$ cat config.mk
export PLATFORM = sky130hd
export DESIGN_NAME = bft_front_flat
export DESIGN_NICKNAME = d
export VERILOG_FILES = /design/src/design/bidirectional_flow_table_macros.svh /design/src/design/bft_pkg.sv /design/src/design/bft_if.sv /design/src/design/bft_front.sv /design/src/flat_wrapper.sv
export SDC_FILE = /design/constraint.sdc
export NUM_CORES = 1
export LEC_CHECK = 0
export ABC_AREA = 0
export BUFFER_PORTS_ARGS = -buffer_cell sky130_fd_sc_hd__buf_2
export CORE_AREA = 2 2 171 173
export DETAILED_ROUTE_END_ITERATION = 8
export DIE_AREA = 0 0 173 175
export MAX_ROUTING_LAYER = met4
export PLACE_DENSITY_LB_ADDON = 0.1
export SLEW_MARGIN = 20
export SYNTH_ARGS = -nofsm -noshare
export SYNTH_HDL_FRONTEND = slang
export SYNTH_SLANG_ARGS = --single-unit
$ cat constraint.sdc
create_clock -name clk -period 8.4 [get_ports clk]
set_input_delay 1.68 -clock clk [delete_from_list [all_inputs] [get_ports clk]]
set_output_delay 1.68 -clock clk [all_outputs]
set_load 0.05 [all_outputs]
$ cat src/design/bidirectional_flow_table_macros.svh
// assertion helpers
`ifndef BIDIRECTIONAL_FLOW_TABLE_MACROS_SVH
`define BIDIRECTIONAL_FLOW_TABLE_MACROS_SVH
`define BFT_ASSERT_IMPL(label, clk, rst_n, a, c) \
	label: assert property (@(posedge clk) disable iff (!rst_n) (a) |-> (c)) \
		else $error("assertion failed");
`define BFT_ASSERT_NEXT(label, clk, rst_n, a, c) \
	label: assert property (@(posedge clk) disable iff (!rst_n) (a) |=> (c)) \
		else $error("assertion failed");
`endif

$ cat src/design/bft_pkg.sv
`default_nettype none
package bft_pkg;
	localparam logic [1:0] ACT_PACKET = 2'd0;
	localparam logic [1:0] ACT_SCAN   = 2'd1;
	localparam logic [1:0] ACT_DELETE = 2'd2;
	localparam logic [1:0] ACT_NONE   = 2'd3;
	localparam logic [1:0] KIND_PACKET  = 2'd0;
	localparam logic [1:0] KIND_EXPIRED = 2'd1;
	localparam logic [1:0] KIND_SCAN    = 2'd2;
	localparam logic [1:0] KIND_DELETE  = 2'd3;
	localparam logic [7:0] PROTO_TCP = 8'd6;
	localparam logic [7:0] PROTO_UDP = 8'd17;
	localparam int PORT_SHIFT = 16;
	localparam logic [31:0] TIMEOUT_RESET = 32'd30;

	typedef struct packed {
		logic [1:0]  action;
		logic [31:0] src_ip;
		logic [15:0] src_port;
		logic [31:0] dst_ip;
		logic [15:0] dst_port;
		logic [7:0]  protocol;
		logic [31:0] now_secs;
		logic [5:0]  scan_count;
		logic [9:0]  target_entry;
	} in_word_t;

	typedef struct packed {
		logic [1:0]  kind;
		logic [9:0]  entry_index;
		logic        hit;
		logic        created;
		logic        table_full;
		logic        direction;
		logic [31:0] north_count;
		logic [31:0] south_count;
		logic [5:0]  expired_count;
		logic        last;
	} out_word_t;

	// classified command from front to back
	typedef struct packed {
		logic [1:0]  action;
		logic [47:0] lo;
		logic [47:0] hi;
		logic [7:0]  protocol;
		logic        direction;
		logic [31:0] now_secs;
		logic [5:0]  scan_count;
		logic [9:0]  target_entry;
	} cmd_t;
endpackage
`default_nettype wire

$ cat src/design/bft_if.sv
`default_nettype none
interface bft_in_if;
	import bft_pkg::*;
	logic     valid;
	logic     ready;
	in_word_t data;
	modport source (output valid, output data, input ready);
	modport sink (input valid, input data, output ready);
endinterface

`default_nettype wire

$ cat src/design/bft_front.sv
`default_nettype none
module bft_front (
	input  wire logic          clk,
	input  wire logic          arst_n,
	bft_in_if.sink             in_ch,
	output logic               cmd_valid,
	output bft_pkg::cmd_t      cmd,
	input  wire logic          cmd_ready
);
	import bft_pkg::*;
	// two-entry queue
	cmd_t q_q [2];
	logic [1:0] cnt_q;
	logic rd_q;
	logic [47:0] s, d;
	logic l4, dir;
	cmd_t c;
	logic push, pop;

	always_comb begin
		l4 = in_ch.data.protocol == PROTO_TCP || in_ch.data.protocol == PROTO_UDP;
		s = {in_ch.data.src_ip, (l4 ? in_ch.data.src_port : 16'd0)};
		d = {in_ch.data.dst_ip, (l4 ? in_ch.data.dst_port : 16'd0)};
		dir = s > d;
		c.action = in_ch.data.action;
		c.lo = dir ? d : s;
		c.hi = dir ? s : d;
		c.protocol = in_ch.data.protocol;
		c.direction = dir;
		c.now_secs = in_ch.data.now_secs;
		c.scan_count = in_ch.data.scan_count;
		c.target_entry = in_ch.data.target_entry;
	end

	assign in_ch.ready = cnt_q != 2'd2;
	assign push = in_ch.valid && in_ch.ready && in_ch.data.action != ACT_NONE;
	assign cmd_valid = cnt_q != 2'd0;
	assign pop = cmd_valid && cmd_ready;
	assign cmd = q_q[rd_q];

	always_ff @(posedge clk) begin
		if (push) q_q[rd_q ^ cnt_q[0]] <= c;
	end

	always_ff @(posedge clk or negedge arst_n) begin
		if (!arst_n) begin
			cnt_q <= 2'd0;
			rd_q <= 1'b0;
		end else begin
			cnt_q <= cnt_q + 2'(push) - 2'(pop);
			if (pop) rd_q <= ~rd_q;
		end
	end
endmodule
`default_nettype wire

$ cat src/flat_wrapper.sv
// flat-port wrapper written by rule: the top's interface ports become plain ports
module bft_front_flat import bft_pkg::*;
  (clk, arst_n, cmd_valid, cmd, cmd_ready, in_ch_valid, in_ch_data, in_ch_ready);
  bft_in_if in_ch_i ();
  input  wire logic clk;
  input  wire logic arst_n;
  output logic cmd_valid;
  output bft_pkg::cmd_t cmd;
  input  wire logic cmd_ready;
  input wire logic [$bits(in_ch_i.valid)-1:0] in_ch_valid;
  input wire logic [$bits(in_ch_i.data)-1:0] in_ch_data;
  output wire logic [$bits(in_ch_i.ready)-1:0] in_ch_ready;
  assign in_ch_i.valid = in_ch_valid;
  assign in_ch_i.data = in_ch_data;
  assign in_ch_ready = in_ch_i.ready;
  bft_front u_core (.clk(clk), .arst_n(arst_n), .in_ch(in_ch_i), .cmd_valid(cmd_valid), .cmd(cmd), .cmd_ready(cmd_ready));
endmodule
# --- Word-level counts from Yosys, hierarchy flattened ---
# Memory sizes are Yosys's and may differ from the RTL's.
# Index checks and enable logic that the tools add are counted.
word_totals:
  reg_bits: 3
  ram_bits: 310
  inputBits: 158
  out_inout_bits: 157
  word_cells: 23
  memories: 1
mem_list:
  columns: ["name", "depth", "width", "read_ports", "rd_ports_with_merged_regs", "wr", "line_no", "rtl"]
  rows:
  - ["u_core.q_q", 2, 155, 1, 0, 1, "bft_front.sv:12", "cmd_t q_q [2];"]
op_classes:
  n_addsub: 2
  n_lt_le_gt_ge: 1
  eq_ne: 4
  mux: 6
  bitwise: 2
  reduce_logical: 5
op_table:
  columns: ["operator", "count"]
  rows:
  - ["$mux W48", 2]
  - ["$gt A48 B48 Y1", 1]
  - ["$mux W16", 2]
  - ["$eq A8 B3 Y1 const B", 1]
  - ["$eq A8 B5 Y1 const B", 1]
  - ["$ne A2 B2 Y1 const B", 2]
  - ["$logic_and A1 B1 Y1", 3]
  - ["$add A2 B1 Y2", 1]
  - ["$mux W1", 2]
  - ["$reduce_bool A2 Y1", 1]
  - ["$sub A2 B1 Y2", 1]
  - ["$logic_or A1 B1 Y1", 1]
  - ["$not A1 Y1", 1]
  - ["$xor A1 B1 Y1", 1]

# --- Logic depth before layout (Yosys ltp) ---
# Gate-level depths: netlist (run 1).
depth:
  ltp_word: 5
  ltp_mapped: 15
  mapped_depth_nobuf: 12

# --- Worst setup path before layout (run 1) ---
# Ideal clock, no wire load.
synth_timing:
  path_type: "input-to-reg"
  from: "input port in_ch_data[152]"
  to: "memory u_core.q_q[1][0] in the netlist's numbering (enable)"
  arrival_time_ps: 8647
  required_ps: 7713
  slack_ps: -934
  cell_stages: 3
  path_cell_list: "nand2_1 -> nand3_1 -> nor2b_1"
synth_between:
  elab_chain_cells: 4
synth_rtl:
  columns: ["item", "line_no", "rtl"]
  rows:
  - ["start, declared", "flat_wrapper.sv:11", "input wire logic [$bits(in_ch_i.data)-1:0] in_ch_data;"]
  - ["$ne A2 B2 Y1", "bft_front.sv:36", "assign push = in_ch.valid && in_ch.ready && in_ch.data.action != ACT_NONE;"]
  - ["$logic_and A1 B1 Y1", "bft_front.sv:36", null]
  - ["$mux W1", "bft_front.sv:42", "if (push) q_q[rd_q ^ cnt_q[0]] <= c;"]
  - ["$mux W1 (implied by the code)", "bft_front.sv:42", null]
  - ["end, declared", "bft_front.sv:12", null]
# Every way passes these cells.

==> metrics.txt, run 1 <==
# TYPE chip_impl_metric gauge
chip_impl_metric{name="numClockSinks",unit=""} 313
chip_impl_metric{name="postSynthCellCount",unit=""} 828
chip_impl_metric{name="antenna_violating_nets_post_route",unit=""} 0
chip_impl_metric{name="placement.io_buffers",unit=""} 314
chip_impl_metric{name="totalWireLength",unit="um"} 29960
chip_impl_metric{name="worst_ep_required_time",unit="ns"} 8.64
chip_impl_metric{name="post_synth.cell_area_avg",unit="um2"} 16.70
chip_impl_metric{name="power.static_leakage",unit="nW"} 6.695
chip_impl_metric{name="globalplace.congestion",unit=""} 0.7576
chip_impl_info{name="timing.critical_path.from_type",value="input port"} 1
chip_impl_metric{name="layout_worst_path_cycle_share",unit=""} 0.6769
chip_impl_metric{name="fin_total_pwr",unit="W"} 0.006527
chip_impl_metric{name="cts-buffers-inserted",unit=""} 34
chip_impl_info{name="mostFrequentLayoutCell",value="sky130_fd_sc_hd__buf_2"} 1
chip_impl_metric{name="hold_path_depth",unit=""} 1
chip_impl_metric{name="syn_area",unit="mm2"} 0.01383
chip_impl_metric{name="yosys_register_bits",unit=""} 313
chip_impl_metric{name="fp.dieH",unit="um"} 175
chip_impl_metric{name="timing_hold_violations_final",unit=""} 0
chip_impl_info{name="hold_path.startpoint",value="u_core.cnt_q[1]"} 1
chip_impl_metric{name="num-fill-cells",unit=""} 2351
chip_impl_metric{name="finClkSkew",unit="ns"} 0.009296
chip_impl_metric{name="timing.critical_path.slowest_cell_delay",unit="ns"} 0.89
chip_impl_metric{name="dp.cells",unit=""} 1504
chip_impl_metric{name="max-slew-margin-rel",unit=""} 0.2977
chip_impl_metric{name="power.density_cell_area",unit="mW/mm2"} 387.6
chip_impl_metric{name="power.ir.vdd_worst",unit="mV"} 0.2294
chip_impl_metric{name="drt-wirelength-per-cell",unit="um"} 19.13
chip_impl_metric{name="initial_drt_pass_iterations",unit=""} 4
chip_impl_metric{name="layout.core_utilization",unit=""} 0.5931
chip_impl_metric{name="buffer_count_from_post_cts_setup_fixing",unit=""} 0
chip_impl_info{name="layout.cells.most_common_list",value="sky130_fd_sc_hd__buf_2, sky130_fd_sc_hd__edfxtp_1, sky130_fd_sc_hd__mux2_2"} 1
chip_impl_info{name="result_of_the_run",value="finished clean"} 1
chip_impl_metric{name="drive_above_1_share",unit=""} 0.4486
chip_impl_metric{name="grt_start_max_net_pins",unit=""} 120
chip_impl_metric{name="routed_vias",unit=""} 8084
chip_impl_metric{name="maxCapViolations",unit=""} 0
chip_impl_info{name="ws_path_type",value="in2reg"} 1
chip_impl_metric{name="placement.cell_area",unit="mm2"} 0.01584
chip_impl_info{name="cp_cell_sequence",value="buf_2, nor4_1, o21a_1, nand2_1, ha_1, and4_1, nand4_1, o221ai_1, a221oi_4, inv_2, buf_4, mux2_1"} 1
chip_impl_metric{name="die-area",unit="mm2"} 0.03028
chip_impl_metric{name="drt_iter0_drc",unit=""} 461
chip_impl_metric{name="final_max_slew_viol_count",unit=""} 0
chip_impl_metric{name="antenna_found_initial",unit=""} 5
chip_impl_metric{name="synthesis.nets",unit=""} 1036
chip_impl_metric{name="clk_transition_reported_paths",unit="ns"} 0.06
chip_impl_info{name="r2r-start",value="u_core.rd_q"} 1
chip_impl_metric{name="worst_skew_pair.late_latency",unit="ns"} 0.50
chip_impl_metric{name="unique_cell_type_count_in_the_yosys_netlist",unit=""} 39
chip_impl_metric{name="cts_repair_resize_count",unit=""} 0
chip_impl_metric{name="synth.yosys.seq_area_share",unit=""} 0.6786
chip_impl_metric{name="timing.final.setup_violations",unit=""} 0
chip_impl_metric{name="initial_core_util",unit=""} 0.4870
chip_impl_metric{name="fin_setup_tns",unit="ns"} 0
chip_impl_info{name="cts_tree",value="yes"} 1
chip_impl_metric{name="via_per_inst",unit=""} 5.162
chip_impl_metric{name="worstPathMaxFanout",unit=""} 32
chip_impl_metric{name="grt.total_usage",unit=""} 0.2012
chip_impl_metric{name="cts_stage_hold_buffer_count",unit=""} 0
chip_impl_info{name="whs_endpoint",value="u_core.cnt_q[1]"} 1
chip_impl_metric{name="clock.fmax",unit="MHz"} 175.9
chip_impl_metric{name="reg2regPathDepth",unit=""} 4
chip_impl_metric{name="ys.warnings.count",unit=""} 0
chip_impl_metric{name="syn2layout_area_growth",unit="%"} 21.78
chip_impl_info{name="type_of_the_worst_min_delay_path",value="reg2reg"} 1
chip_impl_info{name="cp-startpoint",value="in_ch_data[51]"} 1
chip_impl_metric{name="first_global_vias",unit=""} 8236
chip_impl_metric{name="design_area",unit="mm2"} 0.01684
chip_impl_info{name="rsz_0062_raised_after_global_routing",value="false"} 1
chip_impl_metric{name="die_x_extent",unit="um"} 173
chip_impl_metric{name="row_count",unit=""} 62
chip_impl_metric{name="grt_pass1_wl",unit="um"} 45790
chip_impl_metric{name="final_cell_count_no_fill",unit=""} 1566
chip_impl_metric{name="setup.reg_to_reg.worst_slack",unit="ns"} 4.59
chip_impl_info{name="timing.rr.end",value="u_core.q_q[1][131]"} 1
chip_impl_metric{name="worst_slew_pin_slew",unit="ns"} 1.053
chip_impl_metric{name="finalCriticalPeriod",unit="ns"} 5.686
chip_impl_info{name="worstSetupEndpointType",value="register"} 1
chip_impl_metric{name="cts_htree_levels",unit=""} 2
chip_impl_metric{name="hpwl_reported_at_the_end_of_detailed_placement",unit="um"} 20050
chip_impl_metric{name="critical_path_arrival",unit="ns"} 5.92
chip_impl_info{name="timing.critical_path.slowest_stage_cell",value="sky130_fd_sc_hd__o21a_1"} 1
chip_impl_info{name="clock-root-buffer",value="sky130_fd_sc_hd__clkbuf_16"} 1
chip_impl_metric{name="ioPinCount",unit=""} 315
chip_impl_metric{name="core-area",unit="mm2"} 0.02839
chip_impl_metric{name="layout.nets",unit=""} 1364
chip_impl_metric{name="maximum_clock_path_buffer_count",unit=""} 3
chip_impl_metric{name="grt-ovfl-total",unit=""} 0
chip_impl_metric{name="drt_drc_violations_left",unit=""} 0
-- registers in the layout (all words and copies together), names as in the netlist --
name,cells
u_core.q_q,310
u_core.cnt_q,2
u_core.rd_q,1
-- worst max-delay path, delay by kind of cell --
family	cells	cell delay, ns
compound gates	3	1.32
buf+inv	3	1.15
simple gates	4	0.96
fa+ha+maj	1	0.39
mux	1	0.39
-- per-stage QoR --
stage               setup WS, ns  hold slack, ns
global placement           2.239          0.4890
floorplan                  2.009          0.4590
finish                     2.714          0.4910
CTS                        2.686          0.4958
detailed placement         2.173          0.4863
global route               2.411          0.5266
-- worst max-delay path by stage --
stage	to	slack [ns]	cells past startpoint
after global routing	u_core.q_q[0][94]	2.41	12
after floorplan	u_core.q_q[0][0]	2.01	3
final	u_core.q_q[0][87]	2.71	12
after global placement	u_core.q_q[0][74]	2.24	12
after detailed placement	u_core.q_q[0][94]	2.17	12
after CTS	u_core.q_q[0][83]	2.69	12
-- synth_stat cells, drive strengths merged --
| library cell | number | share of area |
|---|---|---|
| nand2 | 47 | 0.013 |
| nand3 | 2 | 0.00072 |
| or2 | 1 | 0.00045 |
| o221ai | 1 | 0.00063 |
| and3 | 1 | 0.00045 |
| inv | 53 | 0.014 |
| nor4 | 4 | 0.0018 |
| ha | 50 | 0.045 |
| xnor2 | 2 | 0.0013 |
| o21a | 2 | 0.0011 |
| a211oi | 3 | 0.0016 |
| a21oi | 20 | 0.0072 |
| dfrtp | 3 | 0.0054 |
| xor2 | 2 | 0.0013 |
| o211ai | 1 | 0.00054 |
| o21ai | 9 | 0.0033 |
| a221oi | 2 | 0.0017 |
| and4 | 2 | 0.0013 |
| nor2b | 1 | 0.00045 |
| a21boi | 1 | 0.00054 |
| mux2i | 32 | 0.023 |
| edfxtp | 310 | 0.67 |
| mux2 | 219 | 0.18 |
| or4 | 2 | 0.0011 |
| buf | 15 | 0.0060 |
| nor4bb | 2 | 0.0014 |
| nor2 | 7 | 0.0019 |
| nor3 | 3 | 0.0011 |
| a311oi | 2 | 0.0013 |
| nand4 | 12 | 0.0054 |
| clkbuf | 15 | 0.0041 |
| nand2b | 1 | 0.00045 |
| and2 | 1 | 0.00045 |
-- kinds of logic after synthesis --
| kind of cell | after synthesis | synth area share |
|---|---|---|
| adder cells (fa/ha/maj) | 50 | 0.04524 |
| buffers and inverters | 83 | 0.02443 |
| AND/OR/NAND/NOR | 86 | 0.02977 |
| AO/OA/AOI/OAI | 41 | 0.01792 |
| XOR/XNOR | 4 | 0.002534 |
| flip-flops | 313 | 0.6786 |
| multiplexers | 251 | 0.2015 |
-- power breakdown --
part / leakage [nW] / switching [W] / internal (W) / total, W
sequential: 2.92 / 0.000113 / 0.00223 / 0.00234
combinational: 3.29 / 0.00210 / 0.000745 / 0.00285
clock: 0.490 / 0.000565 / 0.000769 / 0.00133
total: 6.70 / 0.00278 / 0.00374 / 0.00653
-- routing by layer --
layer | global-route usage | up-vias | wire length [um]
li1 | - | 3847 | -
met1 | 0.2490 | 3950 | 12570
met2 | 0.3243 | 239 | 14600
met3 | 0.05788 | 48 | 2160
met4 | 0.05720 | 0 | 631
met5 | - | - | 0
-- area by class of cell --
class                      instances  area, um2  area share
timing repair buffer             322       1644     0.09763
tap                              384      480.5     0.02853
inverter                          53      198.9     0.01181
multi-input combinational        432       4133      0.2454
clock buffer                      44      919.6     0.05461
sequential                       313       9388      0.5575
clock inverter                    13      63.81    0.003789
antenna                            5      12.51   0.0007430
No activity file was read; power rests on OpenSTA's default activity.
==> inputs of run 2 (changes only) <==
Clock period 8.4 ns to 4.6 ns, I/O delays scaled along.
==> run 2 against run 1 <==
Worst setup slack got worse by 2.0 ns. Sequential power up 84%. Routed wire length is 0.72% higher. Core utilization increased by 0.85 points. Register-to-register slack got worse by 2.8 ns. Sequential cell count did not move. Via count decreased by 0.14%. Die area did not move. Critical path depth is 2 higher. Critical endpoint is now u_core.q_q[1][97]. Highest routed layer unchanged.
==> metrics.txt, run 2 (synthesis results as in run 1) <==
# TYPE chip_impl_metric gauge
chip_impl_metric{name="antenna_violating_nets_post_route",unit=""} 0
chip_impl_metric{name="power.static_leakage",unit="nW"} 6.794
chip_impl_info{name="top_layer_used",value="met4"} 1
chip_impl_metric{name="row_count",unit=""} 62
chip_impl_info{name="result_of_the_run",value="finished clean"} 1
chip_impl_metric{name="grt-ovfl-total",unit=""} 0
chip_impl_metric{name="drive_above_1_share",unit=""} 0.4524
chip_impl_metric{name="power.ir.vdd_worst",unit="mV"} 0.3726
chip_impl_info{name="worstSetupEndpointType",value="register"} 1
chip_impl_metric{name="cts_stage_hold_buffer_count",unit=""} 0
chip_impl_metric{name="fp.dieH",unit="um"} 175
chip_impl_metric{name="placement.io_buffers",unit=""} 314
chip_impl_metric{name="fin_setup_tns",unit="ns"} 0
chip_impl_metric{name="worst_slew_pin_slew",unit="ns"} 0.8456
chip_impl_metric{name="layout.nets",unit=""} 1373
chip_impl_metric{name="antenna_found_initial",unit=""} 2
chip_impl_metric{name="timing_hold_violations_final",unit=""} 0
chip_impl_metric{name="largest_register_ff_count",unit=""} 310
chip_impl_metric{name="worstPathMaxFanout",unit=""} 32
chip_impl_metric{name="syn2layout_area_growth",unit="%"} 23.53
chip_impl_metric{name="cts_repair_resize_count",unit=""} 0
chip_impl_metric{name="num-fill-cells",unit=""} 2293
chip_impl_metric{name="globalplace.congestion",unit=""} 0.7793
chip_impl_metric{name="first_global_vias",unit=""} 8242
chip_impl_metric{name="routed_vias",unit=""} 8073
chip_impl_metric{name="cts-buffers-inserted",unit=""} 35
chip_impl_info{name="ws_path_type",value="in2reg"} 1
chip_impl_info{name="timing.critical_path.slowest_stage_cell",value="sky130_fd_sc_hd__a221oi_4"} 1
chip_impl_metric{name="via_per_inst",unit=""} 5.129
chip_impl_metric{name="critical_path_arrival",unit="ns"} 4.11
chip_impl_info{name="clock-root-buffer",value="sky130_fd_sc_hd__clkbuf_16"} 1
chip_impl_info{name="mostFrequentLayoutCell",value="sky130_fd_sc_hd__buf_2"} 1
chip_impl_metric{name="die_x_extent",unit="um"} 173
chip_impl_metric{name="die-area",unit="mm2"} 0.03028
chip_impl_metric{name="drt-wirelength-per-cell",unit="um"} 19.17
chip_impl_info{name="type_of_the_worst_min_delay_path",value="in2async"} 1
chip_impl_metric{name="finalCriticalPeriod",unit="ns"} 3.861
chip_impl_metric{name="route.met3.wl",unit="um"} 2134
chip_impl_metric{name="grt.total_usage",unit=""} 0.2036
chip_impl_info{name="layout.cells.most_common_list",value="sky130_fd_sc_hd__buf_2, sky130_fd_sc_hd__edfxtp_1, sky130_fd_sc_hd__mux2_2"} 1
chip_impl_info{name="rsz_0062_raised_after_global_routing",value="false"} 1
chip_impl_metric{name="grt_pass1_wl",unit="um"} 46330
chip_impl_metric{name="drt_iter0_drc",unit=""} 504
chip_impl_metric{name="core-area",unit="mm2"} 0.02839
chip_impl_metric{name="buffer_count_from_post_cts_setup_fixing",unit=""} 0
chip_impl_metric{name="worst_skew_pair.late_latency",unit="ns"} 0.51
chip_impl_metric{name="timing.critical_path.slowest_cell_delay",unit="ns"} 0.44
chip_impl_metric{name="maxCapViolations",unit=""} 0
chip_impl_metric{name="clk_transition_reported_paths",unit="ns"} 0.06
chip_impl_metric{name="grt_start_max_net_pins",unit=""} 77
chip_impl_metric{name="max-slew-margin-rel",unit=""} 0.4363
chip_impl_metric{name="initial_core_util",unit=""} 0.4870
chip_impl_metric{name="met2_length",unit="um"} 14780
chip_impl_metric{name="totalWireLength",unit="um"} 30180
chip_impl_metric{name="final_max_slew_viol_count",unit=""} 0
chip_impl_metric{name="numClockSinks",unit=""} 313
chip_impl_info{name="cp_cell_sequence",value="buf_2, nor4_1, o21a_1, buf_12, nand2_1, ha_1, a211oi_1, nor2_1, a311oi_1, o221ai_1, a221oi_4, inv_2, buf_12, mux2_1"} 1
chip_impl_info{name="crit_path_frequent_cell",value="sky130_fd_sc_hd__buf_12"} 1
chip_impl_metric{name="drt_drc_violations_left",unit=""} 0
chip_impl_metric{name="layout_worst_path_cycle_share",unit=""} 0.8393
chip_impl_metric{name="cts_htree_levels",unit=""} 2
chip_impl_metric{name="maximum_clock_path_buffer_count",unit=""} 3
chip_impl_info{name="cts_tree",value="yes"} 1
chip_impl_metric{name="initial_drt_pass_iterations",unit=""} 5
chip_impl_metric{name="worst_ep_required_time",unit="ns"} 4.85
chip_impl_metric{name="finClkSkew",unit="ns"} 0.01229
chip_impl_metric{name="setup.reg_to_reg.worst_slack",unit="ns"} 1.79
chip_impl_metric{name="hpwl_reported_at_the_end_of_detailed_placement",unit="um"} 20710
chip_impl_metric{name="timing.final.setup_violations",unit=""} 0
chip_impl_metric{name="power.density_cell_area",unit="mW/mm2"} 714.4
chip_impl_info{name="timing.critical_path.from_type",value="input port"} 1
chip_impl_metric{name="routedLengthMet1",unit="um"} 12760
chip_impl_metric{name="fin_total_pwr",unit="W"} 0.01220
chip_impl_metric{name="clock.fmax",unit="MHz"} 259.0
chip_impl_metric{name="ioPinCount",unit=""} 315
[run 2: cell count changes in the layout (fill, tap and decap cells not counted), sizes merged]
cell | before | now
bufinv | 0 | 3
clkinv | 12 | 8
buf | 322 | 330
clkinvlp | 0 | 2
diode | 5 | 3
clkbuf | 44 | 45
[run 2: stage by stage]
stage / area [um2] / std cells / setup slack, ns / util / hold WS [ns]
6_report: 17080 / 1574 / 0.7390 / 0.6016 / 0.1998
5_1_grt: 17080 / 1573 / 0.4105 / 0.6015 / 0.1837
4_1_cts: 17070 / 1571 / 0.6896 / 0.6014 / 0.1834
3_5_place_dp: 15980 / 1512 / 0.1790 / 0.5628 / 0.4762
3_3_place_gp: 15980 / 1512 / 0.2102 / 0.5628 / 0.4759
2_1_floorplan: 13830 / 828 / -1.031 / - / 0.4590
[run 2: path summary, 6_finish.rpt]
path | endpoint | from | cells after the start
hold reg to reg | u_core.cnt_q[1] | u_core.cnt_q[1] | 1
max in group asynchronous | u_core.rd_q | arst_n | 1
min in group clk | u_core.cnt_q[1] | u_core.cnt_q[1] | 1
setup / recovery | u_core.q_q[1][97] | in_ch_data[51] | 14
setup reg to reg | u_core.q_q[1][65] | u_core.rd_q | 3
hold / removal | u_core.cnt_q[1] | arst_n | 1
[run 2: final cells by class]
type | count | area, um2 | share of cell area
inverters | 53 | 198.9 | 0.01165
flip-flops and latches | 313 | 9388 | 0.5496
diodes | 3 | 7.507 | 0.0004395
clock inverters | 14 | 160.2 | 0.009376
repair buffers | 330 | 1779 | 0.1042
well taps | 384 | 480.5 | 0.02813
multi-input cells | 432 | 4133 | 0.2419
clock buffers | 45 | 934.6 | 0.05472
[run 2: routing by layer]
metal / track usage / up-vias
met1: 0.2547 / 3941
met2: 0.3297 / 230
met5: - / -
met3: 0.05635 / 39
li1: - / 3863
met4: 0.05191 / 0
[run 2: power by group]
| part | total, W | switching, W | internal, W |
|---|---|---|---|
| logic | 0.00523 | 0.00382 | 0.00141 |
| clock network | 0.00267 | 0.00107 | 0.00160 |
| registers | 0.00431 | 0.000244 | 0.00406 |
| total | 0.0122 | 0.00513 | 0.00707 |
[run 2: critical path, delay by kind of cell]
kind / cells / cell delay, ns
buffers and inverters: 4 / 0.62
adder cells (fa/ha/maj): 1 / 0.31
AND/OR/NAND/NOR: 3 / 0.51
multiplexers: 1 / 0.36
AO/OA/AOI/OAI: 5 / 1.36
